[src/design/psc_pkg.sv]
// ----------------------------------------------------------------------------
// psc_pkg
// Shared types and constants for the pressure sensor compensation pipeline.
// ----------------------------------------------------------------------------
package psc_pkg;

	localparam int NSTAGE = 8;

	localparam int RAW_W   = 24;
	localparam int COEF_W  = 16;
	localparam int IDX_W   = 3;
	localparam int TEMP_W  = 19;
	localparam int PRES_W  = 32;
	localparam int DT_W    = 25;
	localparam int MUL1_W  = 42;
	localparam int TD_W    = 18;
	localparam int DSQ_W   = 48;
	localparam int OFF_W   = 40;
	localparam int SENS_W  = 38;
	localparam int Q_W     = 34;
	localparam int R_W     = 35;
	localparam int T2_W    = 17;
	localparam int CORR_W  = 39;
	localparam int PROD_W  = 63;

	localparam int TEMP_REF  = 2000;
	localparam int TEMP_VLOW = -1500;
	localparam int SH_TEMP   = 23;
	localparam int SH_PROD   = 21;
	localparam int FIN_STD   = 15;
	localparam int FIN_30BAR = 13;

	localparam logic [IDX_W-1:0] REG_VARIANT = 3'd0;
	localparam logic [IDX_W-1:0] REG_C1      = 3'd1;
	localparam logic [IDX_W-1:0] REG_C2      = 3'd2;
	localparam logic [IDX_W-1:0] REG_C3      = 3'd3;
	localparam logic [IDX_W-1:0] REG_C4      = 3'd4;
	localparam logic [IDX_W-1:0] REG_C5      = 3'd5;
	localparam logic [IDX_W-1:0] REG_C6      = 3'd6;

	localparam logic [1:0] VAR_14BAR = 2'd0;
	localparam logic [1:0] VAR_30BAR = 2'd1;
	localparam logic [1:0] VAR_2BAR  = 2'd2;

	typedef struct packed {
		logic [1:0]        variant;
		logic [COEF_W-1:0] c1;
		logic [COEF_W-1:0] c2;
		logic [COEF_W-1:0] c3;
		logic [COEF_W-1:0] c4;
		logic [COEF_W-1:0] c5;
		logic [COEF_W-1:0] c6;
	} cfg_t;

	typedef struct packed {
		logic [NSTAGE-1:0] en;
	} ctl_t;

	typedef struct packed {
		logic [RAW_W-1:0]        d1;
		logic signed [TD_W-1:0]  tdelta;
		logic signed [OFF_W-1:0] off1;
		logic signed [OFF_W-1:0] sens1;
		logic [DSQ_W-1:0]        dsq;
		logic                    cold;
		logic                    vcold;
	} s3_t;

	typedef struct packed {
		logic [RAW_W-1:0]         d1;
		logic signed [TEMP_W-1:0] temp;
		logic signed [OFF_W-1:0]  off;
		logic signed [SENS_W-1:0] sens;
	} s6_t;

endpackage

[src/design/psc_cfg.sv]
// ----------------------------------------------------------------------------
// psc_cfg
// Calibration and variant registers behind a plain write port.
// ----------------------------------------------------------------------------
module psc_cfg (
	input  logic                        clk,
	input  logic                        arst_n,
	input  logic                        cfg_we,
	input  logic [psc_pkg::IDX_W-1:0]   cfg_index,
	input  logic [psc_pkg::COEF_W-1:0]  cfg_data,
	output psc_pkg::cfg_t               cfg
);

	psc_pkg::cfg_t cfg_q;

	always_ff @(posedge clk or negedge arst_n) begin
		if (!arst_n) begin
			cfg_q         <= '0;
			cfg_q.variant <= psc_pkg::VAR_30BAR;
		end else if (cfg_we) begin
			unique case (cfg_index)
				psc_pkg::REG_VARIANT: cfg_q.variant <= cfg_data[1:0];
				psc_pkg::REG_C1:      cfg_q.c1 <= cfg_data;
				psc_pkg::REG_C2:      cfg_q.c2 <= cfg_data;
				psc_pkg::REG_C3:      cfg_q.c3 <= cfg_data;
				psc_pkg::REG_C4:      cfg_q.c4 <= cfg_data;
				psc_pkg::REG_C5:      cfg_q.c5 <= cfg_data;
				psc_pkg::REG_C6:      cfg_q.c6 <= cfg_data;
				default: ;
			endcase
		end
	end

	assign cfg = cfg_q;

endmodule

[config.mk]
export PLATFORM = sky130hd
export DESIGN_NAME = psc_cfg
export DESIGN_NICKNAME = d
export VERILOG_FILES = /design/src/design/psc_pkg.sv /design/src/design/psc_cfg.sv
export SDC_FILE = /design/constraint.sdc
export NUM_CORES = 1
export LEC_CHECK = 0
export BUFFER_PORTS_ARGS = -buffer_cell sky130_fd_sc_hd__buf_2
export CAP_MARGIN = 20
export CORE_UTILIZATION = 50
export CTS_CLUSTER_SIZE = 28
export DETAILED_ROUTE_END_ITERATION = 8
export PLACE_DENSITY_LB_ADDON = 0.2
export SETUP_SLACK_MARGIN = 0.3
export SLEW_MARGIN = 20
export SYNTH_ARGS = -nofsm -noshare
export SYNTH_HDL_FRONTEND = slang
export SYNTH_SLANG_ARGS = --single-unit
[constraint.sdc]
create_clock -name clk -period 2.1 [get_ports clk]
set_input_delay 0.105 -clock clk [delete_from_list [all_inputs] [get_ports clk]]
set_output_delay 0.105 -clock clk [all_outputs]
set_load 0.01 [all_outputs]
* Word-level counts from Yosys, hierarchy flattened *
Cells that the tools add are included.

storage, ports and cells
  bits in registers = 98
  input port bits = 22
  output and inout bits = 98

operators by class
  eq/ne operators = 6
  reductions and logical operators = 8

operators with widths
  operator            count
  $reduce_and 2->1    7
  $eq 3x3->1 const B  3
  $eq 3x2->1 const B  2
  $eq 3x1->1 const B  1
  $logic_not 3->1     1

* Longest topological paths before layout *
Gate-level depths: netlist of run 1.

  depth after elaboration = 2
  gate-level depth with buffers = 5
  depth with buffers taken out = 2

* Worst setup path before layout of run 1 *
No wires, ideal clock.

  path kind = input to register
  start point = input cfg_we
  end point = register cfg_q, in the netlist cfg[37]
  arrival = 1.006 ns
  slack = 0.969 ns
  cell stages on the path = 5
  path through = buf_2 and4bb_1 buf_6 buf_12 mux2_4

between the ends
  word-level cells in the longest chain between the ends = 1

ends and longest elaborated chain
  what                               line           RTL
  start: declaration                 psc_cfg.sv:8   input logic cfg_we,
  $reduce_and 2->1 (no source line)  --
  end: declaration                   psc_cfg.sv:14  psc_pkg::cfg_t cfg_q;

Every way passes these cells.
A chain may end at the register's enable or synchronous reset.

* Final worst setup path of run 1 *
  start point = input cfg_index[2] (netlist name)
  end point = register cfg_q, in the netlist cfg[59]

between the ends
  word-level cells in the longest chain between the ends = 2

ends and longest elaborated chain
  what                               line           RTL
  start: declaration                 psc_cfg.sv:9   input logic [psc_pkg::IDX_W-1:0] cfg_index,
  $eq 3x2->1                         psc_cfg.sv:21  unique case (cfg_index)
  $reduce_and 2->1 (no source line)  --

Every way passes these cells.

==> out/results.ini, run 1 <==
[worst_setup_path]
path_buf_inv = 1
critical_path_class = in2reg
startpoint_type = input pin
crit_path_end_kind = flip-flop
critical_path.top_delay_family = simple AND/OR/NAND/NOR gates
critPathSlowestCell = nand4b_2
cp_max_fo = 16
required_ns = 2.34
crit_chain = buf_2 -> nand4b_2 -> mux2_2
cp_slowest_stage_delay_ns = 0.67
arrival_ns = 1.42

[flow_run]
maxCapViolCount = 0

[power]
p_per_area_mw_per_mm2 = 1031
leakage_nw = 2.337
ir_drop_v = 0.0004766
power.total_mw = 4.876

[final_layout]
fin_nets = 362
largest_reg_flops = 98
finalInstanceArea_sq_mm = 0.004731
fin_cells = 444
seq_area_sq_mm = 0.002454
final_common_cell = buf_2
nFillCells = 590
layout_common_cells = buf_2 (118), dfrtp_1 (97), mux2_2 (68)
multi_input_area_sq_mm = 0.001308
diodes = 0
areaGrowthSynthToFinish_pct = 21.85
utilization = 0.6419
drive_gt1_frac = 0.7043

[global_routing]
grt_util_all_layers = 0.2091
gr-total-overflow = 0
antenna_found_initial = 0
grt_max_degree = 46
grt_pass1_vias = 2364
grt_pass1_wl_microns = 13100

[clock_tree]
h-tree-depth = 3
clock_latency_ns = 0.35
cts_resized = 0
tritoncts = yes
cts.path.max_buffers = 2
cts_buffers = 9
cts-root-buf = clkbuf_8
post_cts_buffers = 0
clk_pin_slew_ns = 0.09
cts.sinks = 98
hold_buffers = 1

[routing]
wl_met3_microns = 394
wl_met2_microns = 3711
dr.max_layer_used = met4
drt_pass1_iterations = 3
ant_nets = 0
viasPerCell = 5.133
drc = 0
drt_iter0_drc = 34
wl_met1_microns = 3754
routed_wl_microns = 7973
wl_per_cell_microns = 17.96
vias = 2279

[floorplanning]
start_util = 0.5268
die_y_microns = 90.12
die_w_microns = 90.12
ioPinCount = 120
dieArea_sq_mm = 0.008122
rows = 31
core_area_sq_mm = 0.007370

[sta]
skew_ns = 0
timing.fmax_mhz = 842.3
finalSetupViolCount = 0
worst_pin_slew_ns = 0.7063
slew_viol_final = 0
fin_setup_tns_ns = 0
hold_viol = 0
hold-worst-slack_ns = 0.04737
period_share = 0.5654
period_needed_ns = 1.187
maxSlewHeadroom = 0.5274
fin_ws_ns = 0.9127
rsz0062_at_grt = false

[logic_synthesis]
seq_area_frac_synth = 0.6320
avgSynthCellArea_sq_um = 18.23
ys_seq_elements = 98
synth_area_sq_mm = 0.003882
synth_cell_type_count = 11
syn_nets = 235
ys_warn_count = 0
netlist_instances = 213

[outcome]
status = complete, no violations

[place]
hpwl_microns = 5437
place_inst = 427
place_ws_ns = 0.5355
dpl_cell_area_sq_mm = 0.004541
gp_congestion = 0.7141
numPortBuffers = 119

[hold_path]
hold_class = in2reg

## cell usage after synthesis, drive strengths merged
| cell | number | share of area |
|---|---|---|
| nor4b | 1 | 0.0023 |
| mux2 | 98 | 0.31 |
| dfstp | 1 | 0.0068 |
| buf | 10 | 0.031 |
| dfrtp | 97 | 0.63 |
| nand4b | 3 | 0.012 |
| and4bb | 3 | 0.0097 |
## report_power, final
group          switching (mW)  total, mW  internal, mW
combinational           0.575       1.26         0.684
clock                   0.636       1.10         0.463
sequential              0.215       2.52          2.30
## worst paths after layout
kind / from / to / slack (ns) / depth (start not counted)
min in group asynchronous: arst_n / cfg[45]$_DFFE_PN0P_ / 0.30 / 2
hold reg to reg: cfg[48]$_DFFE_PN0P_ / cfg[48]$_DFFE_PN0P_ / 0.51 / 1
max in group asynchronous: arst_n / cfg[96]$_DFFE_PN1P_ / 1.14 / 3
hold / removal: cfg_data[15] / cfg[95]$_DFFE_PN0P_ / 0.05 / 2
setup reg to reg: cfg[69]$_DFFE_PN0P_ / cfg[69]$_DFFE_PN0P_ / 1.31 / 1
setup / recovery: cfg_index[2] / cfg[59]$_DFFE_PN0P_ / 0.91 / 3
## routing by layer
layer  global-route usage  vias to the layer above
met5                    0                        -
met4              0.06855                        0
met3              0.04399                       10
met2               0.3257                       73
met1               0.2942                     1184
li1                     -                     1012
## kinds of logic after synthesis
group,count (synthesis),synth area share
and+or+nand+nor,7,0.02353
buffers and inverters,10,0.03126
muxes,98,0.3132
DFF,98,0.6320
## cell type report
| cell class | instances | share of cell area |
|---|---|---|
| clock buffers | 10 | 0.02909 |
| well taps | 99 | 0.02618 |
| multi-input cells | 105 | 0.2764 |
| repair buffers | 126 | 0.1407 |
| clock inverters | 6 | 0.008992 |
| flip-flops and latches | 98 | 0.5186 |
(Power assumes the default switching activity.)
==> inputs of run 2 (changes only) <==
--- a/config.mk
+++ b/config.mk
@@ -7,7 +7,7 @@
 export LEC_CHECK = 0
 export BUFFER_PORTS_ARGS = -buffer_cell sky130_fd_sc_hd__buf_2
 export CAP_MARGIN = 20
-export CORE_UTILIZATION = 50
+export CORE_UTILIZATION = 46
 export CTS_CLUSTER_SIZE = 28
 export DETAILED_ROUTE_END_ITERATION = 8
 export PLACE_DENSITY_LB_ADDON = 0.2
==> constraint.sdc (replaced) <==
create_clock -name clk -period 1 [get_ports clk]
set_input_delay 0.05 -clock clk [delete_from_list [all_inputs] [get_ports clk]]
set_output_delay 0.05 -clock clk [all_outputs]
set_load 0.01 [all_outputs]
==> out/results.ini, run 2 (synthesized netlist as in run 1, its figures left out) <==
[place]
hpwl_microns = 5925
numPortBuffers = 119
gp_congestion = 0.6966

[power]
p_per_area_mw_per_mm2 = 2042
ir_drop_v = 0.001074
leakage_nw = 3.157

[sta]
timing.fmax_mhz = 968.7
hold-worst-slack_ns = 0.009503
fin_ws_ns = -0.03228
rsz0062_at_grt = true
worst_pin_slew_ns = 0.2974
skew_ns = 0
hold_viol = 0
period_needed_ns = 1.032
maxSlewHeadroom = 0.8009
fin_setup_tns_ns = -0.03228
period_share = 1.032
slew_viol_final = 0
finalSetupViolCount = 1

[routing]
vias = 2579
drt_iter0_drc = 68
drc = 2
routed_wl_microns = 9698
viasPerCell = 4.922
ant_nets = 0
drt_pass1_iterations = 6
wl_per_cell_microns = 18.51

[clock_tree]
tritoncts = yes
cts-root-buf = clkbuf_8
clk_pin_slew_ns = 0.09
h-tree-depth = 3
clock_latency_ns = 0.34
hold_buffers = 1
cts.path.max_buffers = 2
cts.sinks = 98
cts_buffers = 9

[worst_setup_path]
crit_chain = buf_6
startpoint_type = flip-flop
required_ns = 0.95
critical_path_class = reg2out
path_buf_inv = 1
crit_path_end_kind = output pin
critical_path.top_delay_family = flip-flops
arrival_ns = 0.98
cp_max_fo = 2
cp_slowest_stage_delay_ns = 0.54
critPathSlowestCell = dfstp_2

[final_layout]
utilization = 0.7388
final_common_cell = buf_2
largest_reg_flops = 98
multi_input_area_sq_mm = 0.001582
fin_nets = 437
seq_area_sq_mm = 0.002454
areaGrowthSynthToFinish_pct = 55.56
nFillCells = 538
drive_gt1_frac = 0.7661
diodes = 0
layout_common_cells = buf_2 (99), mux2_4 (97), dfrtp_1 (97)

[floorplanning]
rows = 33
dieArea_sq_mm = 0.008812
die_y_microns = 93.87
start_util = 0.4749
die_w_microns = 93.87
ioPinCount = 120
core_area_sq_mm = 0.008175

[global_routing]
gr-total-overflow = 0
antenna_found_initial = 0
grt_max_degree = 31
grt_pass1_wl_microns = 14350
grt_pass1_vias = 2530
grt_util_all_layers = 0.2220

[hold_path]
hold_class = in2reg

[outcome]
violations = DRC, setup timing
status = finished, violations left

[flow_run]
maxCapViolCount = 0

==> run 2: cell types whose count changed in the layout (fill, tap and decap cells not counted), sizes merged <==
cell	before	now
clkbuf	10	11
clkinv	4	2
clkinvlp	2	1
buf	125	200
bufinv	0	1
==> run 2: final timing paths <==
| path | startpoint | end | slack [ns] | cells after the start |
|---|---|---|---|---|
| setup / recovery | cfg[96]$_DFFE_PN1P_ | cfg[96] | -0.03 | 1 |
| hold / removal | cfg_data[2] | cfg[82]$_DFFE_PN0P_ | 0.01 | 2 |
| setup reg to reg | cfg[87]$_DFFE_PN0P_ | cfg[87]$_DFFE_PN0P_ | 0.08 | 2 |
| hold reg to reg | cfg[4]$_DFFE_PN0P_ | cfg[4]$_DFFE_PN0P_ | 0.51 | 1 |
| max in group asynchronous | arst_n | cfg[36]$_DFFE_PN0P_ | 0.42 | 3 |
| min in group asynchronous | arst_n | cfg[16]$_DFFE_PN0P_ | 0.13 | 2 |
==> run 2: per-stage QoR <==
step	instances	total power, mW	cell area [sq um]	worst slack (ns)
2_1_floorplan	213	6.819	3948	-0.03404
3_3_place_gp	443	8.081	4780	-0.1689
3_5_place_dp	443	8.157	4780	-0.1960
4_1_cts	495	11.72	5658	-0.04862
5_1_grt	524	12.90	6040	-0.06179
6_report	524	12.33	6040	-0.03228
==> run 2: what timing repair did <==
action                     in CTS  in global routing
pin swaps                       3                  1
setup buffers                  34                 29
setup endpoints to repair     196                196
cloned                          2                  0
resized for setup              94                 35
hold endpoints to repair      106                  4
==> run 2: power by group <==
group	switching [mW]	internal, mW
sequential	0.581	4.84
clock	1.31	1.28
combinational	1.49	2.83
==> run 2: final cells by class <==
type	instances	share of cell area
Sequential cell	98	0.4063
Timing Repair Buffer	201	0.2766
Tap cell	105	0.02175
Clock inverter	4	0.008494
Multi-Input combinational cell	105	0.2619
Clock buffer	11	0.02507
==> run 2: per-layer routing <==
metal  global-route usage  wire length, microns  vias to the layer above
met5                    0                     0                        -
met4              0.04615                    53                        0
met3              0.05502                   584                        6
met2               0.3315                  4546                      100
met1               0.3283                  4514                     1318
li1                     -                     -                     1155
==> run 2: worst reg2reg max path: stages, from the launching register on <==
cell	delay (ns)
dfrtp_1	0.43
buf_6	0.13
mux2_4	0.25
