===== config.mk =====
export PLATFORM = sky130hd
export DESIGN_NAME = psc_first
export DESIGN_NICKNAME = d
export VERILOG_FILES = /design/src/design/psc_pkg.sv /design/src/design/psc_first.sv
export SDC_FILE = /design/constraint.sdc
export NUM_CORES = 2
export LEC_CHECK = 0
export CORE_ASPECT_RATIO = 1.5
export CORE_UTILIZATION = 60
export DETAILED_ROUTE_END_ITERATION = 8
export DONT_BUFFER_PORTS = 1
export GPL_ROUTABILITY_DRIVEN = 0
export MAX_ROUTING_LAYER = met4
export PLACE_DENSITY = 0.81
export SYNTH_ARGS = -nofsm -noshare
export SYNTH_HDL_FRONTEND = slang
export SYNTH_SLANG_ARGS = --single-unit

===== constraint.sdc =====
create_clock -name clk -period 10.85 [get_ports clk]
set_clock_uncertainty 0.05 [all_clocks]
set_input_delay 0.5425 -clock clk [delete_from_list [all_inputs] [get_ports clk]]
set_output_delay 0.5425 -clock clk [all_outputs]
set_load 0.01 [all_outputs]

===== src/design/psc_pkg.sv =====
// ----------------------------------------------------------------------------
// psc_pkg
// Shared types and constants for the pressure sensor compensation pipeline.
// ----------------------------------------------------------------------------
package psc_pkg;

	localparam int NSTAGE = 8;

	localparam int RAW_W   = 24;
	localparam int COEF_W  = 16;
	localparam int IDX_W   = 3;
	localparam int TEMP_W  = 19;
	localparam int PRES_W  = 32;
	localparam int DT_W    = 25;
	localparam int MUL1_W  = 42;
	localparam int TD_W    = 18;
	localparam int DSQ_W   = 48;
	localparam int OFF_W   = 40;
	localparam int SENS_W  = 38;
	localparam int Q_W     = 34;
	localparam int R_W     = 35;
	localparam int T2_W    = 17;
	localparam int CORR_W  = 39;
	localparam int PROD_W  = 63;

	localparam int TEMP_REF  = 2000;
	localparam int TEMP_VLOW = -1500;
	localparam int SH_TEMP   = 23;
	localparam int SH_PROD   = 21;
	localparam int FIN_STD   = 15;
	localparam int FIN_30BAR = 13;

	localparam logic [IDX_W-1:0] REG_VARIANT = 3'd0;
	localparam logic [IDX_W-1:0] REG_C1      = 3'd1;
	localparam logic [IDX_W-1:0] REG_C2      = 3'd2;
	localparam logic [IDX_W-1:0] REG_C3      = 3'd3;
	localparam logic [IDX_W-1:0] REG_C4      = 3'd4;
	localparam logic [IDX_W-1:0] REG_C5      = 3'd5;
	localparam logic [IDX_W-1:0] REG_C6      = 3'd6;

	localparam logic [1:0] VAR_14BAR = 2'd0;
	localparam logic [1:0] VAR_30BAR = 2'd1;
	localparam logic [1:0] VAR_2BAR  = 2'd2;

	typedef struct packed {
		logic [1:0]        variant;
		logic [COEF_W-1:0] c1;
		logic [COEF_W-1:0] c2;
		logic [COEF_W-1:0] c3;
		logic [COEF_W-1:0] c4;
		logic [COEF_W-1:0] c5;
		logic [COEF_W-1:0] c6;
	} cfg_t;

	typedef struct packed {
		logic [NSTAGE-1:0] en;
	} ctl_t;

	typedef struct packed {
		logic [RAW_W-1:0]        d1;
		logic signed [TD_W-1:0]  tdelta;
		logic signed [OFF_W-1:0] off1;
		logic signed [OFF_W-1:0] sens1;
		logic [DSQ_W-1:0]        dsq;
		logic                    cold;
		logic                    vcold;
	} s3_t;

	typedef struct packed {
		logic [RAW_W-1:0]         d1;
		logic signed [TEMP_W-1:0] temp;
		logic signed [OFF_W-1:0]  off;
		logic signed [SENS_W-1:0] sens;
	} s6_t;

endpackage


===== src/design/psc_first.sv =====
// ----------------------------------------------------------------------------
// psc_first
// Stages 1-3: temperature difference, first-order products, OFF and SENS.
// ----------------------------------------------------------------------------
module psc_first (
	input  logic                       clk,
	input  psc_pkg::cfg_t              cfg,
	input  psc_pkg::ctl_t              ctl,
	input  logic [psc_pkg::RAW_W-1:0]  raw_pressure,
	input  logic [psc_pkg::RAW_W-1:0]  raw_temperature,
	output psc_pkg::s3_t               s3
);

	logic                              two_bar;

	logic [psc_pkg::RAW_W-1:0]         d1_s1, d1_s2, d1_s3;
	logic signed [psc_pkg::DT_W-1:0]   dt_s1;

	logic signed [psc_pkg::MUL1_W-1:0] dtc6_s2, c4dt_s2, c3dt_s2;
	logic signed [2*psc_pkg::DT_W-1:0] dsq_full;
	logic [psc_pkg::DSQ_W-1:0]         dsq_s2, dsq_s3;

	logic signed [psc_pkg::MUL1_W-1:0] tsh, c4sh, c3sh;
	logic signed [psc_pkg::TD_W-1:0]   tdelta;
	logic signed [psc_pkg::OFF_W-1:0]  off_base, sens_base;
	logic signed [psc_pkg::TD_W-1:0]   tdelta_s3;
	logic signed [psc_pkg::OFF_W-1:0]  off1_s3, sens1_s3;
	logic                              cold_s3, vcold_s3;

	assign two_bar = (cfg.variant == psc_pkg::VAR_2BAR);

	always_ff @(posedge clk) begin
		if (ctl.en[0]) begin
			d1_s1 <= raw_pressure;
			dt_s1 <= $signed({1'b0, raw_temperature}) - $signed({1'b0, cfg.c5, 8'h00});
		end
	end

	assign dsq_full = dt_s1 * dt_s1;

	always_ff @(posedge clk) begin
		if (ctl.en[1]) begin
			d1_s2   <= d1_s1;
			dtc6_s2 <= dt_s1 * $signed({1'b0, cfg.c6});
			c4dt_s2 <= dt_s1 * $signed({1'b0, cfg.c4});
			c3dt_s2 <= dt_s1 * $signed({1'b0, cfg.c3});
			dsq_s2  <= dsq_full[psc_pkg::DSQ_W-1:0];
		end
	end

	always_comb begin
		tsh       = dtc6_s2 >>> psc_pkg::SH_TEMP;
		tdelta    = tsh[psc_pkg::TD_W-1:0];
		c4sh      = two_bar ? (c4dt_s2 >>> 6) : (c4dt_s2 >>> 7);
		c3sh      = two_bar ? (c3dt_s2 >>> 7) : (c3dt_s2 >>> 8);
		off_base  = two_bar ? $signed({7'b0, cfg.c2, 17'b0}) : $signed({8'b0, cfg.c2, 16'b0});
		sens_base = two_bar ? $signed({8'b0, cfg.c1, 16'b0}) : $signed({9'b0, cfg.c1, 15'b0});
	end

	always_ff @(posedge clk) begin
		if (ctl.en[2]) begin
			d1_s3     <= d1_s2;
			tdelta_s3 <= tdelta;
			off1_s3   <= off_base + c4sh[psc_pkg::OFF_W-1:0];
			sens1_s3  <= sens_base + c3sh[psc_pkg::OFF_W-1:0];
			dsq_s3    <= dsq_s2;
			cold_s3   <= tdelta[psc_pkg::TD_W-1];
			vcold_s3  <= tdelta <
				$signed(psc_pkg::TD_W'(psc_pkg::TEMP_VLOW - psc_pkg::TEMP_REF));
		end
	end

	assign s3.d1     = d1_s3;
	assign s3.tdelta = tdelta_s3;
	assign s3.off1   = off1_s3;
	assign s3.sens1  = sens1_s3;
	assign s3.dsq    = dsq_s3;
	assign s3.cold   = cold_s3;
	assign s3.vcold  = vcold_s3;

endmodule


======== Yosys cells after proc, flatten, opt, wreduce, memory -nomap -nowiden ========
Index checks and enable logic that the tools add are counted.
word-level totals
  bits in registers ....................... 418
  output and inout bits ................... 172
  word-level logic and storage cells ...... 27
cells by class
  $add $sub $neg .......................... 3
  multiply operators ...................... 4
  order comparisons ....................... 1
  eq/ne operators ......................... 1
  mux-type cells .......................... 4
operator list
  operator              number
  $mul 25x17->42        2
  $mul 25x25->48        1
  $mul 25x17->41        1
  $add 34x36->37        1
  $add 33x35->36        1
  $mux 35               1
  $mux 34               1
  $mux 33               1
  $mux 32               1
  $sub 24x24->25        1
  $lt 18x13->1 const B  1
  $eq 2x2->1 const B    1

======== Logic depth before layout (Yosys ltp) ========
  depth after elaboration ................. 3
  depth in mapped cells ................... 29
  mapped depth without buffers ............ 27

======== Least setup slack after synthesis ========
OpenSTA, ideal clock, no wires.
  kind .................................... register to register
  start ................................... register dt_s1[3] (netlist bit)
  end ..................................... register dsq_s2[46] (netlist bit) (data pin)
  data arrival time ....................... 7.242 ns
  data required time ...................... 10.538 ns
  path slack .............................. 3.296 ns
  cell stages (with the launch flop) ...... 30
  clock period less this slack ............ 7.554 ns
  cell sequence ........................... edfxtp_1 clkbuf_1 clkbuf_1 clkbuf_1 nand2_1 fa_1 inv_1 fa_1 inv_1 fa_1 inv_1 fa_1 inv_1 fa_1 inv_1 fa_1 inv_1 fa_1 inv_1 ha_1 a21o_1 a21o_1 a21oi_1 o311ai_1 a32o_2 a41o_1 a311o_1 a31oi_2 o21ai_1 xor2_1
between the ends
  cells in the longest elaborated chain, start to end .. 1
ends and longest elaborated chain
  element                 RTL line         text
  start, declared         psc_first.sv:17  logic signed [psc_pkg::DT_W-1:0] dt_s1;
  start signal, assigned  psc_first.sv:35  dt_s1 <= $signed({1'b0, raw_temperature}) - $signed({1'b0, cfg.c5, 8'h00});
  $mul 25x25->48          psc_first.sv:39  assign dsq_full = dt_s1 * dt_s1;
  via dsq_full (one bit)  psc_first.sv:20  logic signed [2*psc_pkg::DT_W-1:0] dsq_full;
  end signal, assigned    psc_first.sv:47  dsq_s2 <= dsq_full[psc_pkg::DSQ_W-1:0];
  end, declared           psc_first.sv:21  logic [psc_pkg::DSQ_W-1:0] dsq_s2, dsq_s3;
The timed path passes the listed nets, and every way through them passes these cells.
A chain may end at the register's enable or synchronous reset.

======== Final worst setup path ========
  start ................................... register dt_s1[8] (netlist bit)
  end ..................................... register dsq_s2[47] (netlist bit) (data pin)
The elaborated chain is that of the path after synthesis.

==> metrics.csv <==
stage,metric,value,unit
outcome,status,finished clean,
placement,dpl_cell_area,0.0774,mm²
clock_tree,insertion_delay,630,ps
timing,worst_pin_slew,1160,ps
final_layout,synthToLayoutAreaGrowth,3.95,%
clock_tree,h-tree-depth,2,
yosys,synth_area_leaders,"fa_1 (46%), edfxtp_1 (15%), inv_1 (10%), ha_1 (8.1%), nand2_1 (6.1%)",
yosys,syn_nets,10200,
worst_setup_path,worstRegToRegCells,24,
timing,setup_tns,0,ps
clock_tree,cts_made_buffers,41,
worst_setup_path,path_class,reg -> reg,
worst_setup_path,path_cells,buf_4 > buf_4 > nand2_1 > fa_1 > inv_1 > fa_1 > fa_1 > ha_1 > inv_1 > fa_1 > inv_1 > fa_1 > fa_1 > ha_1 > a211oi_1 > nand2_1 > a21oi_1 > nand2_1 > a21o_1 > a21oi_1 > o21ai_1 > a41oi_1 > a211oi_1 > xnor2_1,
timing,hold_viol_final,0,
final_layout,layout.cells.non_filler,9318,
global_routing,grt_pass1_vias,60000,
routing,wl,184,mm
floorplan,placement_rows,159,
routing,final_antenna_net_count,0,
hold_path,hold_path_depth,0,
clock_tree,clk_pin_slew,70,ps
yosys,synth_top_cell_by_area,fa_1,
worst_setup_path,crit_slowest_cell,edfxtp_1,
worst_setup_path,critPathCaptureType,register,
worst_setup_path,path_max_fanout,29,
worst_setup_path,critPathTopFamily,adder cells,
timing,max_freq,0.109,GHz
floorplan,dieArea,0.129,mm²
worst_setup_path,cp.required,11160,ps
floorplan,num_io_pins,327,
worst_setup_path,crit_top_cell,fa_1,
timing,drv_slew,0,
routing,drtIter0Drc,2565,
yosys,ys_async_sr_fraction,0,
worst_setup_path,worst_setup_path_start_kind,register,
global_routing,grt_max_degree,141,
worst_setup_path,cp_num_cells,24,
floorplan,die_h,439,µm
floorplan,initial_utilization,0.607,
final_layout,layout-drive-gt1-share,0.0190,
yosys,synth-edff-count,372,
yosys,ys_ff_latch,372,
clock_tree,cts_tree,built,
routing,via_per_inst,5.57,
yosys,synthCells,7810,
worst_setup_path,arrival,9460,ps
global_routing,grt_antenna_before_repair,8,
yosys,synth_ff_type,edfxtp_1,
clock_tree,clock-root-buffer,clkbuf_16,
timing,setup_ws,1690,ps
timing,setup_violations,0,
worst_setup_path,cp_num_buf_inv,5,
timing,relSlewSlack,0.228,
yosys,yosys_warnings,0,
timing,period_needed,9160,ps
timing,rsz0062_at_grt,false,
yosys,synth_cell_type_count,80,
yosys,synth_top_area_frac,0.461,
hold_path,hold_path_class,in -> reg,
clock_tree,ctsLongestPathBuffers,3,
floorplan,core,0.126,mm²
final_layout,nets,9995,
placement,portBuffers,0,
routing,via_count,51900,
yosys,synth.most_common_cell,inv_1,
routing,first_pass_iters,5,
global_routing,grt_usage,0.310,
global_routing,grt-ovfl-total,0,
yosys,syn_avg_cell_area,9.76,µm²
worst_setup_path,critPathMaxStageDelay,1110,ps
yosys,yosysSeqAreaShare,0.147,
final_layout,design_area,0.0793,mm²
global_routing,grt_pass1_wl,301,mm
placement,dp_hpwl,141,mm
clock_tree,cts_setup_buffers,0,
run,maxCapViolCount,0,
routing,drc,0,
clock_tree,numClockSinks,372,
timing,post-route-period-util,0.844,
placement,post-place-ws,1910,ps
placement,dp_cells,9200,
yosys,synth_commonest_cells,"inv_1 (2,023), fa_1 (1,756), nand2_1 (1,245)",
routing,wl_per_cell,19.7,µm
floorplan,dieWidth,293,µm
yosys,synth_area,0.0762,mm²
[worst reg2reg max path: stages, from the launching register on]
cell and delay (ps):
edfxtp_1 1110, buf_4 580, buf_4 430, nand2_1 140, fa_1 600, inv_1 70, fa_1 490, fa_1 520
ha_1 140, inv_1 50, fa_1 480, inv_1 60, fa_1 550, fa_1 420, ha_1 380, a211oi_1 300
nand2_1 110, a21oi_1 170, nand2_1 90, a21o_1 160, a21oi_1 830, o21ai_1 400, a41oi_1 480, a211oi_1 140
xnor2_1 150
[placed cells by master, fill, tap and decap left out, types with 24 or more instances in the layout]
| cell | Yosys | final |
|---|---|---|
| a21oi_1 | 112 | 112 |
| o21ai_0 | 48 | 48 |
| nand3_1 | 32 | 32 |
| xnor2_1 | 141 | 141 |
| xor2_1 | 56 | 56 |
| and2_1 | 600 | 600 |
| ha_1 | 494 | 494 |
| clkbuf_16 | 0 | 41 |
| nand2_1 | 1245 | 1245 |
| nor2_1 | 152 | 152 |
| o21ai_1 | 24 | 24 |
| fa_1 | 1756 | 1756 |
| buf_4 | 11 | 44 |
| inv_1 | 2023 | 2023 |
| o21a_1 | 47 | 47 |
| edfxtp_1 | 372 | 372 |
| nor3_1 | 36 | 36 |
| dlygate4sd3_1 | 0 | 35 |
| nor2b_1 | 47 | 46 |
| a21o_1 | 53 | 53 |
[kinds of logic (layout without fill, tap and decap cells)]
logic type,Yosys count,count (layout),synth area share
and+or+nand+nor,2205,2205,0.134
other,1,7,0.0000492
AOI/OAI and AO/OA,411,411,0.0364
DFF,372,372,0.147
muxes,5,5,0.000656
buffers and inverters,2369,2181,0.117
xor gates and xnor gates,197,197,0.0226
adders and majority gates,2250,2250,0.542
[area by class of cell]
cell class                 count  area, µm²
antenna                        6       15.0
clock buffer                  45       1040
clock inverter                30        395
fill                        9652      46300
inverter                    2023       7590
multi-input combinational   5069      56200
sequential                   372      11200
tap                         1690       2110
timing repair buffer          83        768
[stage by stage]
step | hold WS, ps | util
after floorplan | 350 | -
after global placement | 351 | 0.617
after detailed placement | 355 | 0.617
after CTS | 3.03 | 0.631
after global routing | 4.32 | 0.631
final | 43.8 | 0.631
[state kept, by name (all words and copies together) (netlist names), 25 cells and up]
register  flops
sens1_s3     36
off1_s3      37
dsq_s2       47
c3dt_s2      35
dt_s1        25
c4dt_s2      36
dsq_s3       47
[final timing paths]
path	startpoint	to	slack (ps)
max	dt_s1[8]$_DFFE_PP_	dsq_s2[47]$_DFFE_PP_	1690
min	ctl[2]	dsq_s3[36]$_DFFE_PP_	40
max reg2reg	dt_s1[8]$_DFFE_PP_	dsq_s2[47]$_DFFE_PP_	1690
min reg2reg	d1_s2[17]$_DFFE_PP_	d1_s3[17]$_DFFE_PP_	360
[repair_timing]
| action | in CTS | in global routing |
|---|---|---|
| hold buffers | 37 | 0 |
| hold endpoints to repair | 118 | 0 |
| gates resized for setup | 0 | 0 |
[routing by layer]
metal	track usage	vias up	routed length, µm
li1	-	22300	-
met1	0.311	26600	59200
met2	0.568	2090	100000
met3	0.0422	847	11200
met4	0.188	0	12900
met5	-	-	0
Power is not shown: default switching activity piles up to over one toggle a cycle in this logic, so the estimate is an artifact.
