<file path="config.mk">
export PLATFORM = sky130hd
export DESIGN_NAME = psc_second
export DESIGN_NICKNAME = d
export VERILOG_FILES = /design/src/design/psc_pkg.sv /design/src/design/psc_second.sv
export SDC_FILE = /design/constraint.sdc
export NUM_CORES = 2
export LEC_CHECK = 0
export ABC_CLOCK_PERIOD_IN_PS = 22200
export BUFFER_PORTS_ARGS = -buffer_cell sky130_fd_sc_hd__buf_2
export CAP_MARGIN = 10
export CORE_MARGIN = 2
export CORE_UTILIZATION = 49
export CTS_CLUSTER_SIZE = 14
export DETAILED_ROUTE_END_ITERATION = 12
export GPL_TIMING_DRIVEN = 0
export HOLD_SLACK_MARGIN = 0.12
export PLACE_DENSITY = 0.67
export SLEW_MARGIN = 20
export SYNTH_ARGS = -nofsm -noshare
export SYNTH_HDL_FRONTEND = slang
export SYNTH_SLANG_ARGS = --single-unit
</file>
<file path="constraint.sdc">
create_clock -name clk -period 22.2 [get_ports clk]
set_input_delay 2.22 -clock clk [delete_from_list [all_inputs] [get_ports clk]]
set_output_delay 2.22 -clock clk [all_outputs]
set_load 0.1 [all_outputs]
</file>
<file path="src/design/psc_pkg.sv">
// ----------------------------------------------------------------------------
// psc_pkg
// Shared types and constants for the pressure sensor compensation pipeline.
// ----------------------------------------------------------------------------
package psc_pkg;

	localparam int NSTAGE = 8;

	localparam int RAW_W   = 24;
	localparam int COEF_W  = 16;
	localparam int IDX_W   = 3;
	localparam int TEMP_W  = 19;
	localparam int PRES_W  = 32;
	localparam int DT_W    = 25;
	localparam int MUL1_W  = 42;
	localparam int TD_W    = 18;
	localparam int DSQ_W   = 48;
	localparam int OFF_W   = 40;
	localparam int SENS_W  = 38;
	localparam int Q_W     = 34;
	localparam int R_W     = 35;
	localparam int T2_W    = 17;
	localparam int CORR_W  = 39;
	localparam int PROD_W  = 63;

	localparam int TEMP_REF  = 2000;
	localparam int TEMP_VLOW = -1500;
	localparam int SH_TEMP   = 23;
	localparam int SH_PROD   = 21;
	localparam int FIN_STD   = 15;
	localparam int FIN_30BAR = 13;

	localparam logic [IDX_W-1:0] REG_VARIANT = 3'd0;
	localparam logic [IDX_W-1:0] REG_C1      = 3'd1;
	localparam logic [IDX_W-1:0] REG_C2      = 3'd2;
	localparam logic [IDX_W-1:0] REG_C3      = 3'd3;
	localparam logic [IDX_W-1:0] REG_C4      = 3'd4;
	localparam logic [IDX_W-1:0] REG_C5      = 3'd5;
	localparam logic [IDX_W-1:0] REG_C6      = 3'd6;

	localparam logic [1:0] VAR_14BAR = 2'd0;
	localparam logic [1:0] VAR_30BAR = 2'd1;
	localparam logic [1:0] VAR_2BAR  = 2'd2;

	typedef struct packed {
		logic [1:0]        variant;
		logic [COEF_W-1:0] c1;
		logic [COEF_W-1:0] c2;
		logic [COEF_W-1:0] c3;
		logic [COEF_W-1:0] c4;
		logic [COEF_W-1:0] c5;
		logic [COEF_W-1:0] c6;
	} cfg_t;

	typedef struct packed {
		logic [NSTAGE-1:0] en;
	} ctl_t;

	typedef struct packed {
		logic [RAW_W-1:0]        d1;
		logic signed [TD_W-1:0]  tdelta;
		logic signed [OFF_W-1:0] off1;
		logic signed [OFF_W-1:0] sens1;
		logic [DSQ_W-1:0]        dsq;
		logic                    cold;
		logic                    vcold;
	} s3_t;

	typedef struct packed {
		logic [RAW_W-1:0]         d1;
		logic signed [TEMP_W-1:0] temp;
		logic signed [OFF_W-1:0]  off;
		logic signed [SENS_W-1:0] sens;
	} s6_t;

endpackage

</file>
<file path="src/design/psc_second.sv">
// ----------------------------------------------------------------------------
// psc_second
// Stages 4-6: second-order terms per variant and temperature branch,
// then final TEMP, OFF and SENS.
// ----------------------------------------------------------------------------
module psc_second (
	input  logic           clk,
	input  psc_pkg::cfg_t  cfg,
	input  psc_pkg::ctl_t  ctl,
	input  psc_pkg::s3_t   s3,
	output psc_pkg::s6_t   s6
);

	logic                                two_bar, fourteen;

	logic signed [psc_pkg::TD_W-1:0]     td;
	logic signed [2*psc_pkg::TD_W-1:0]   q_full;
	logic signed [psc_pkg::TEMP_W-1:0]   rb;
	logic signed [2*psc_pkg::TEMP_W-1:0] r_full;
	logic signed [psc_pkg::TEMP_W-1:0]   temp1;
	logic [psc_pkg::DSQ_W+2:0]           dsq7;
	logic [psc_pkg::T2_W-1:0]            t2;

	logic [psc_pkg::RAW_W-1:0]           d1_s4, d1_s5, d1_s6;
	logic signed [psc_pkg::TEMP_W-1:0]   temp1_s4, temp1_s5, temp_s6;
	logic signed [psc_pkg::OFF_W-1:0]    off1_s4, off1_s5, off_s6;
	logic signed [psc_pkg::OFF_W-1:0]    sens1_s4, sens1_s5;
	logic signed [psc_pkg::SENS_W-1:0]   sens_s6;
	logic                                cold_s4, vcold_s4;
	logic [psc_pkg::Q_W-1:0]             q_s4;
	logic [psc_pkg::R_W-1:0]             r_s4;
	logic [psc_pkg::T2_W-1:0]            t2_s4, t2_s5;

	logic [psc_pkg::CORR_W-1:0]          qx, rx, offa, offb, sensa, sensb;
	logic [psc_pkg::CORR_W+1:0]          q63;
	logic [psc_pkg::CORR_W-1:0]          offa_s5, offb_s5, sensa_s5, sensb_s5;
	logic signed [psc_pkg::OFF_W-1:0]    sens_w;

	assign two_bar  = (cfg.variant == psc_pkg::VAR_2BAR);
	assign fourteen = (cfg.variant == psc_pkg::VAR_14BAR);

	always_comb begin
		td     = $signed(s3.tdelta);
		q_full = td * td;
		rb     = psc_pkg::TEMP_W'(td) + psc_pkg::TEMP_W'(psc_pkg::TEMP_REF - psc_pkg::TEMP_VLOW);
		r_full = rb * rb;
		temp1  = psc_pkg::TEMP_W'(td) + psc_pkg::TEMP_W'(psc_pkg::TEMP_REF);
		dsq7   = (psc_pkg::DSQ_W+3)'(s3.dsq) * (psc_pkg::DSQ_W+3)'(7);
		if (two_bar) begin
			t2 = s3.cold ? psc_pkg::T2_W'(s3.dsq >> 35) * psc_pkg::T2_W'(3) : '0;
		end else if (s3.cold) begin
			t2 = psc_pkg::T2_W'(s3.dsq >> 33) * psc_pkg::T2_W'(3);
		end else if (fourteen) begin
			t2 = psc_pkg::T2_W'(dsq7 >> 37);
		end else begin
			t2 = psc_pkg::T2_W'(s3.dsq >> 37) << 1;
		end
	end

	always_ff @(posedge clk) begin
		if (ctl.en[3]) begin
			d1_s4    <= s3.d1;
			temp1_s4 <= temp1;
			off1_s4  <= s3.off1;
			sens1_s4 <= s3.sens1;
			cold_s4  <= s3.cold;
			vcold_s4 <= s3.vcold;
			q_s4     <= q_full[psc_pkg::Q_W-1:0];
			r_s4     <= r_full[psc_pkg::R_W-1:0];
			t2_s4    <= t2;
		end
	end

	always_comb begin
		qx  = psc_pkg::CORR_W'(q_s4);
		rx  = psc_pkg::CORR_W'(r_s4);
		q63 = (psc_pkg::CORR_W+2)'(q_s4) * (psc_pkg::CORR_W+2)'(63);
		if (two_bar) begin
			offa  = cold_s4 ? ((qx * psc_pkg::CORR_W'(3)) >> 3) : '0;
			sensa = cold_s4 ? psc_pkg::CORR_W'(q63 >> 5) : '0;
		end else if (cold_s4) begin
			offa  = (qx * psc_pkg::CORR_W'(3)) >> 1;
			sensa = (qx * psc_pkg::CORR_W'(5)) >> 3;
		end else begin
			offa  = qx >> 4;
			sensa = '0;
		end
		offb  = (!two_bar && vcold_s4) ? rx * psc_pkg::CORR_W'(7) : '0;
		sensb = (!two_bar && vcold_s4) ? rx << 2 : '0;
	end

	always_ff @(posedge clk) begin
		if (ctl.en[4]) begin
			d1_s5    <= d1_s4;
			temp1_s5 <= temp1_s4;
			t2_s5    <= t2_s4;
			off1_s5  <= off1_s4;
			sens1_s5 <= sens1_s4;
			offa_s5  <= offa;
			offb_s5  <= offb;
			sensa_s5 <= sensa;
			sensb_s5 <= sensb;
		end
	end

	assign sens_w = sens1_s5 - $signed({1'b0, sensa_s5}) - $signed({1'b0, sensb_s5});

	always_ff @(posedge clk) begin
		if (ctl.en[5]) begin
			d1_s6   <= d1_s5;
			temp_s6 <= temp1_s5 - $signed({2'b0, t2_s5});
			off_s6  <= off1_s5 - $signed({1'b0, offa_s5}) - $signed({1'b0, offb_s5});
			sens_s6 <= sens_w[psc_pkg::SENS_W-1:0];
		end
	end

	assign s6.d1   = d1_s6;
	assign s6.temp = temp_s6;
	assign s6.off  = off_s6;
	assign s6.sens = sens_s6;

endmodule

</file>
== Yosys cells after proc, flatten, opt, wreduce, memory -nomap -nowiden ==
Cells that the tools add are included.
Storage, ports and cells
  register bits: 616
  input bits: 279
  logic and storage cells: 53
Cells by class
  add/sub/neg operators: 7
  $mul: 9
  eq/ne operators: 1
  mux-type cells: 10
  reductions and logical operators: 3
Operator list (number)
  35-bit two-way mux: 4
  40-bit subtractor: 2
  48-bit by 3-bit multiplier with 51-bit output (second input constant): 1
  34-bit by 6-bit multiplier with 40-bit output (second input constant): 1
  35-bit by 3-bit multiplier with 38-bit output (second input constant): 1
  38-bit by 36-bit subtractor with 38-bit output: 1
  38-bit subtractor: 1
  34-bit by 3-bit multiplier with 37-bit output (second input constant): 1
  34-bit by 2-bit multiplier with 36-bit output (second input constant): 1
  19-bit by 19-bit multiplier with 35-bit output: 1
  18-bit by 18-bit multiplier with 34-bit output: 1
  17-bit two-way mux: 2
  34-bit two-way mux: 1
  33-bit two-way mux: 1
  18-bit by 12-bit adder with 19-bit output (second input constant): 1
  18-bit by 13-bit adder with 19-bit output (second input constant): 1
  19-bit by 18-bit subtractor with 19-bit output: 1
  15-bit by 2-bit multiplier with 17-bit output (second input constant): 1
  13-bit by 2-bit multiplier with 15-bit output (second input constant): 1
  15-bit two-way mux: 1
  14-bit two-way mux: 1
  2-bit == test (second input constant): 1
  2-bit zero test: 1
  1-bit logical AND: 1
  1-bit zero test: 1

== Longest topological paths before layout ==
  depth after elaboration: 4
  gate-level depth with buffers: 36
  depth with buffers taken out: 34

== Worst setup path before layout ==
No wires, ideal clock.
  path type: input port to flip-flop
  start: input port s3[132] (netlist bit)
  end: register r_s4[33] (netlist bit), data pin
  setup time: 258 ps
  arrival time: 10523 ps
  data required time: 21942 ps
  path slack: 11420 ps
  stages on the path: 36
  buffers on the path: 2
  path through: inv_1 buf_1 ha_1 inv_1 a21oi_1 o21ai_0 a211oi_1 nor3_1 xnor2_1 inv_1 buf_1 nand2_1 fa_1 inv_1 fa_1 inv_1 fa_1 inv_1 fa_1 fa_1 fa_1 inv_1 fa_1 inv_1 ha_1 a21o_1 a21o_1 a21oi_1 o21ai_0 a31o_2 o41a_1 a41oi_1 a21oi_1 o21a_1 nor2_1 xnor2_1
On the way
  cells in the longest elaborated chain, start to end: 2
Ends and longest elaborated chain
  from (decl): line psc_second.sv:10  | input psc_pkg::s3_t s3,
  18-bit by 13-bit adder with 19-bit output: line psc_second.sv:45  | rb = psc_pkg::TEMP_W'(td) + psc_pkg::TEMP_W'(psc_pkg::TEMP_REF - psc_pkg::TEMP_VLOW);
  19-bit by 19-bit multiplier with 35-bit output: line psc_second.sv:46  | r_full = rb * rb;
  net r_full, one bit: line psc_second.sv:19  | logic signed [2*psc_pkg::TEMP_W-1:0] r_full;
  to (signal assigned): line psc_second.sv:69  | r_s4 <= r_full[psc_pkg::R_W-1:0];
  to (decl): line psc_second.sv:31  | logic [psc_pkg::R_W-1:0] r_s4;
The timed path passes the listed nets, and every way through them passes these cells.
A chain may end at the register's enable or synchronous reset.

== Final worst setup path ==
  start: input port s3[132] (netlist bit)
  end: register r_s4[34] (netlist bit), data pin
Same word-level chain as after synthesis.

==> qor_table.md <==
| Item | Reported | Unit |
| --- | --- | --- |
| Nets in the synthesized netlist | 7284 | - |
| Async set-or-reset flop fraction in the synthesized netlist | 0 | % |
| End of the worst register-to-register path | sensa_s5[23] | - |
| Die W | 356.4 | um |
| Cell depth of the worst min-delay path | 0 | - |
| Kind of start point of the critical path | primary input | - |
| Starting density of the core | 49.28 | % |
| Count of input and output buffers | 290 | - |
| Portion of the post-synthesis area used by sequential elements | 29.76 | % |
| Top post-synthesis cells by area | edfxtp_1, fa_1, ha_1 | - |
| Clock latency on the worst-skew pair | 670 | ps |
| Final setup violation count | 0 | - |
| Yosys warning count | 0 | - |
| Type of the worst min-delay path | reg2reg | - |
| Placed wire-length estimate | 124.2 | mm |
| Met2 track demand over resource | 41.79 | % |
| Number of synthesized register bits | 603 | - |
| Number of buffers added for setup after CTS | 0 | - |
| Most numerous cell on the critical path | inv_1 | - |
| Total I/O pin count | 400 | - |
| Buffer depth of the longest clock path | 3 | - |
| Yosys top cell by area | edfxtp_1 | - |
| Wirelength per Cell | 19.75 | um |
| Synthesized area per cell | 10.86 | um^2 |
| Hold buffer count at cts | 0 | - |
| Slowest library cell on the worst path | xnor2_1 | - |
| Gr busiest metal | met2 | - |
| Critical path class | in2reg | - |
| Ratio of cells with drive above 1 in the final layout | 7.474 | % |
| H-Tree Depth | 3 | - |
| Category of cells accounting for the largest share of critical-path delay | adder cells | - |
| Area growth, synth to finish | 10.06 | % |
| Number of instances in the synthesized netlist | 5602 | - |
| Netlist cell types | 83 | - |
| Max Cap Viol | 0 | - |
| Worst Reg-to-Reg Cells | 15 | - |
| Worst slew margin relative to its limit | 23.16 | % |
| Pin count of the biggest net entering global routing | 97 | - |
| Bufs and invs on worst path | 11 | - |
| Ratio of routed vias to standard cells | 5.373 | - |
| Crit path time final | 13320 | ps |
| Max incr delay on CP | 870 | ps |
| Met3 capacity usage during global routing | 3.069 | % |
| Met1 Resource Use GR | 32.47 | % |
| Fraction of post-synthesis cell area in the top cell type by area | 29.76 | % |
| Final period util | 60.02 | % |
| CTS sink count | 603 | - |
| Startpoint of the most critical register-to-register path | q_s4[6] | - |
| Layout net count | 7650 | - |
| Post-Route Setup TNS | 0 | ps |
| DIE HEIGHT | 356.4 | um |
| First-pass GRT wire length | 241.1 | mm |
| Startpoint of the most critical hold path | temp1_s4[16] | - |
| Routed wire length | 151.4 | mm |
| Routed Antenna Nets | 0 | - |
| RePlAce Congestion | 0.9356 | - |
| CTS clk-pin slew, worst paths | 60 | ps |
| Transition time at the pin with the least slew margin | 1144 | ps |
| Number of optimization iterations in the first detailed-route pass | 5 | - |
| Antenna violations before repair | 13 | - |
| Worst Skew | 37.67 | ps |
| Endpoint type of the worst setup path | register | - |
| Unrepaired setup endpoints after global routing | no | - |
| Count of cells resized by post-cts repair | 0 | - |
| Via total after detailed routing | 41182 | - |
| Final hold violations | 0 | - |
| Achievable clock frequency | 75.06 | MHz |
| Worst-case hold path end point | temp1_s5[16] | - |
| Area of the core | 123500 | um^2 |
| Clock tree from TritonCTS | built | - |
| Worst EP required | 22600 | ps |
| Worst reg2reg setup slack | 16680 | ps |
| Final number of max-transition violations | 0 | - |
| DR iter-0 viols | 3116 | - |
| Maximum fanout along the worst path | 12 | - |
| Total grt overflow | 0 | - |
| Die Area | 127000 | um^2 |
| Area of the mapped netlist | 60850 | um^2 |
| Total routing usage reported by global routing | 24.54 | % |
| Via count of the first global-routing pass | 43731 | - |
| DRC | 0 | - |
| CTS root buf | clkbuf_16 | - |
| Crit path DAT | 13720 | ps |
| Result of the run | complete, no violations | - |
| Number of buffers created by CTS | 67 | - |
| Std-Cell Rows | 129 | - |
| Most frequently used flop master after synthesis | edfxtp_1 | - |
| Number of flops mapped to enable cells by yosys | 603 | - |
==> how the worst max path moves through the flow <==
stage,from,endpoint,cells past startpoint
floorplan,s3[132],r_s4[33],36
global placement,s3[132],r_s4[34],35
detailed placement,s3[132],r_s4[34],35
CTS,s3[132],r_s4[34],35
global route,s3[132],r_s4[34],35
finish,s3[132],r_s4[34],35
==> flip-flops by register name, indices dropped and copies added (netlist names), 33 cells and up <==
signal    count
offa_s5      35
sens_s6      38
sensa_s5     35
sensb_s5     33
off1_s5      40
sens1_s4     38
sens1_s5     38
r_s4         33
off1_s4      40
offb_s5      37
off_s6       40
==> cell usage in the layout, fill, tap and decap left out, drive strengths merged, types with 12 or more instances in the layout <==
master  count
a21o      148
o21bai     32
and3       62
nand2b     54
a21oi     255
o211ai     15
nor2b      48
o22ai      15
ha        557
and2       65
o31ai      14
xnor2     240
fa        846
o21ai     191
clkinv     32
bufinv     12
or3        13
edfxtp    603
nor3       59
inv      1039
a21boi     18
xor2      119
clkbuf    182
nand4      24
nand2     448
nor2      296
o21a       44
a211oi     37
buf       308
nand3      47
a31oi      39
==> per-stage QoR <==
stage               cell area [um^2]  hold slack, ps  instances  util [%]  setup WS [ps]
detailed placement             64560           404.5       7536     52.29           8375
CTS                            66950           417.4       7658     54.22           9069
floorplan                      60850           400.3       5602         -          11420
global route                   66970           416.9       7664     54.24           8496
global placement               64350           400.6       7529     52.11           8417
finish                         66970           414.6       7664     54.24           8877
==> synthesized netlist by cell type, types with 59 or more instances <==
cell type     n
a21o_1      148
xor2_1      119
fa_1        846
edfxtp_1    603
o21ai_0     168
nor2_1      296
ha_1        557
nand2_1     448
inv_1      1031
nor3_1       59
and3_1       62
and2_1       65
a21oi_1     253
clkbuf_1    106
xnor2_1     240
==> kinds of logic after synthesis <==
group           share of synthesized area (%)
fa+ha+maj                               39.29
buf+inv                                 7.140
simple gates                            8.608
compound gates                          9.821
flops                                   29.76
xor+xnor                                5.168
mux                                    0.2036
other cells                           0.01234
==> metal layers <==
metal | up-vias | part of all wire [%]
li1 | 19227 | -
met1 | 20541 | 43
met2 | 1135 | 48
met3 | 273 | 5.5
met4 | 6 | 3.4
met5 | - | 0.026
==> final cells by class <==
| cell class | instances | area, um^2 |
|---|---|---|
| Clock buffer | 76 | 1710 |
| Sequential cell | 603 | 18110 |
| Buffer | 117 | 440.4 |
| Inverter | 1040 | 3904 |
| Tap cell | 1637 | 2048 |
| Multi-Input combinational cell | 3842 | 38410 |
| Clock inverter | 46 | 678.2 |
| Antenna cell | 6 | 15.01 |
| Fill cell | 10775 | 56510 |
| Timing Repair Buffer | 297 | 1654 |
Power is left out: the tool's default activity adds up to more than one toggle a clock period on the data nets, which glitch-free logic cannot reach.
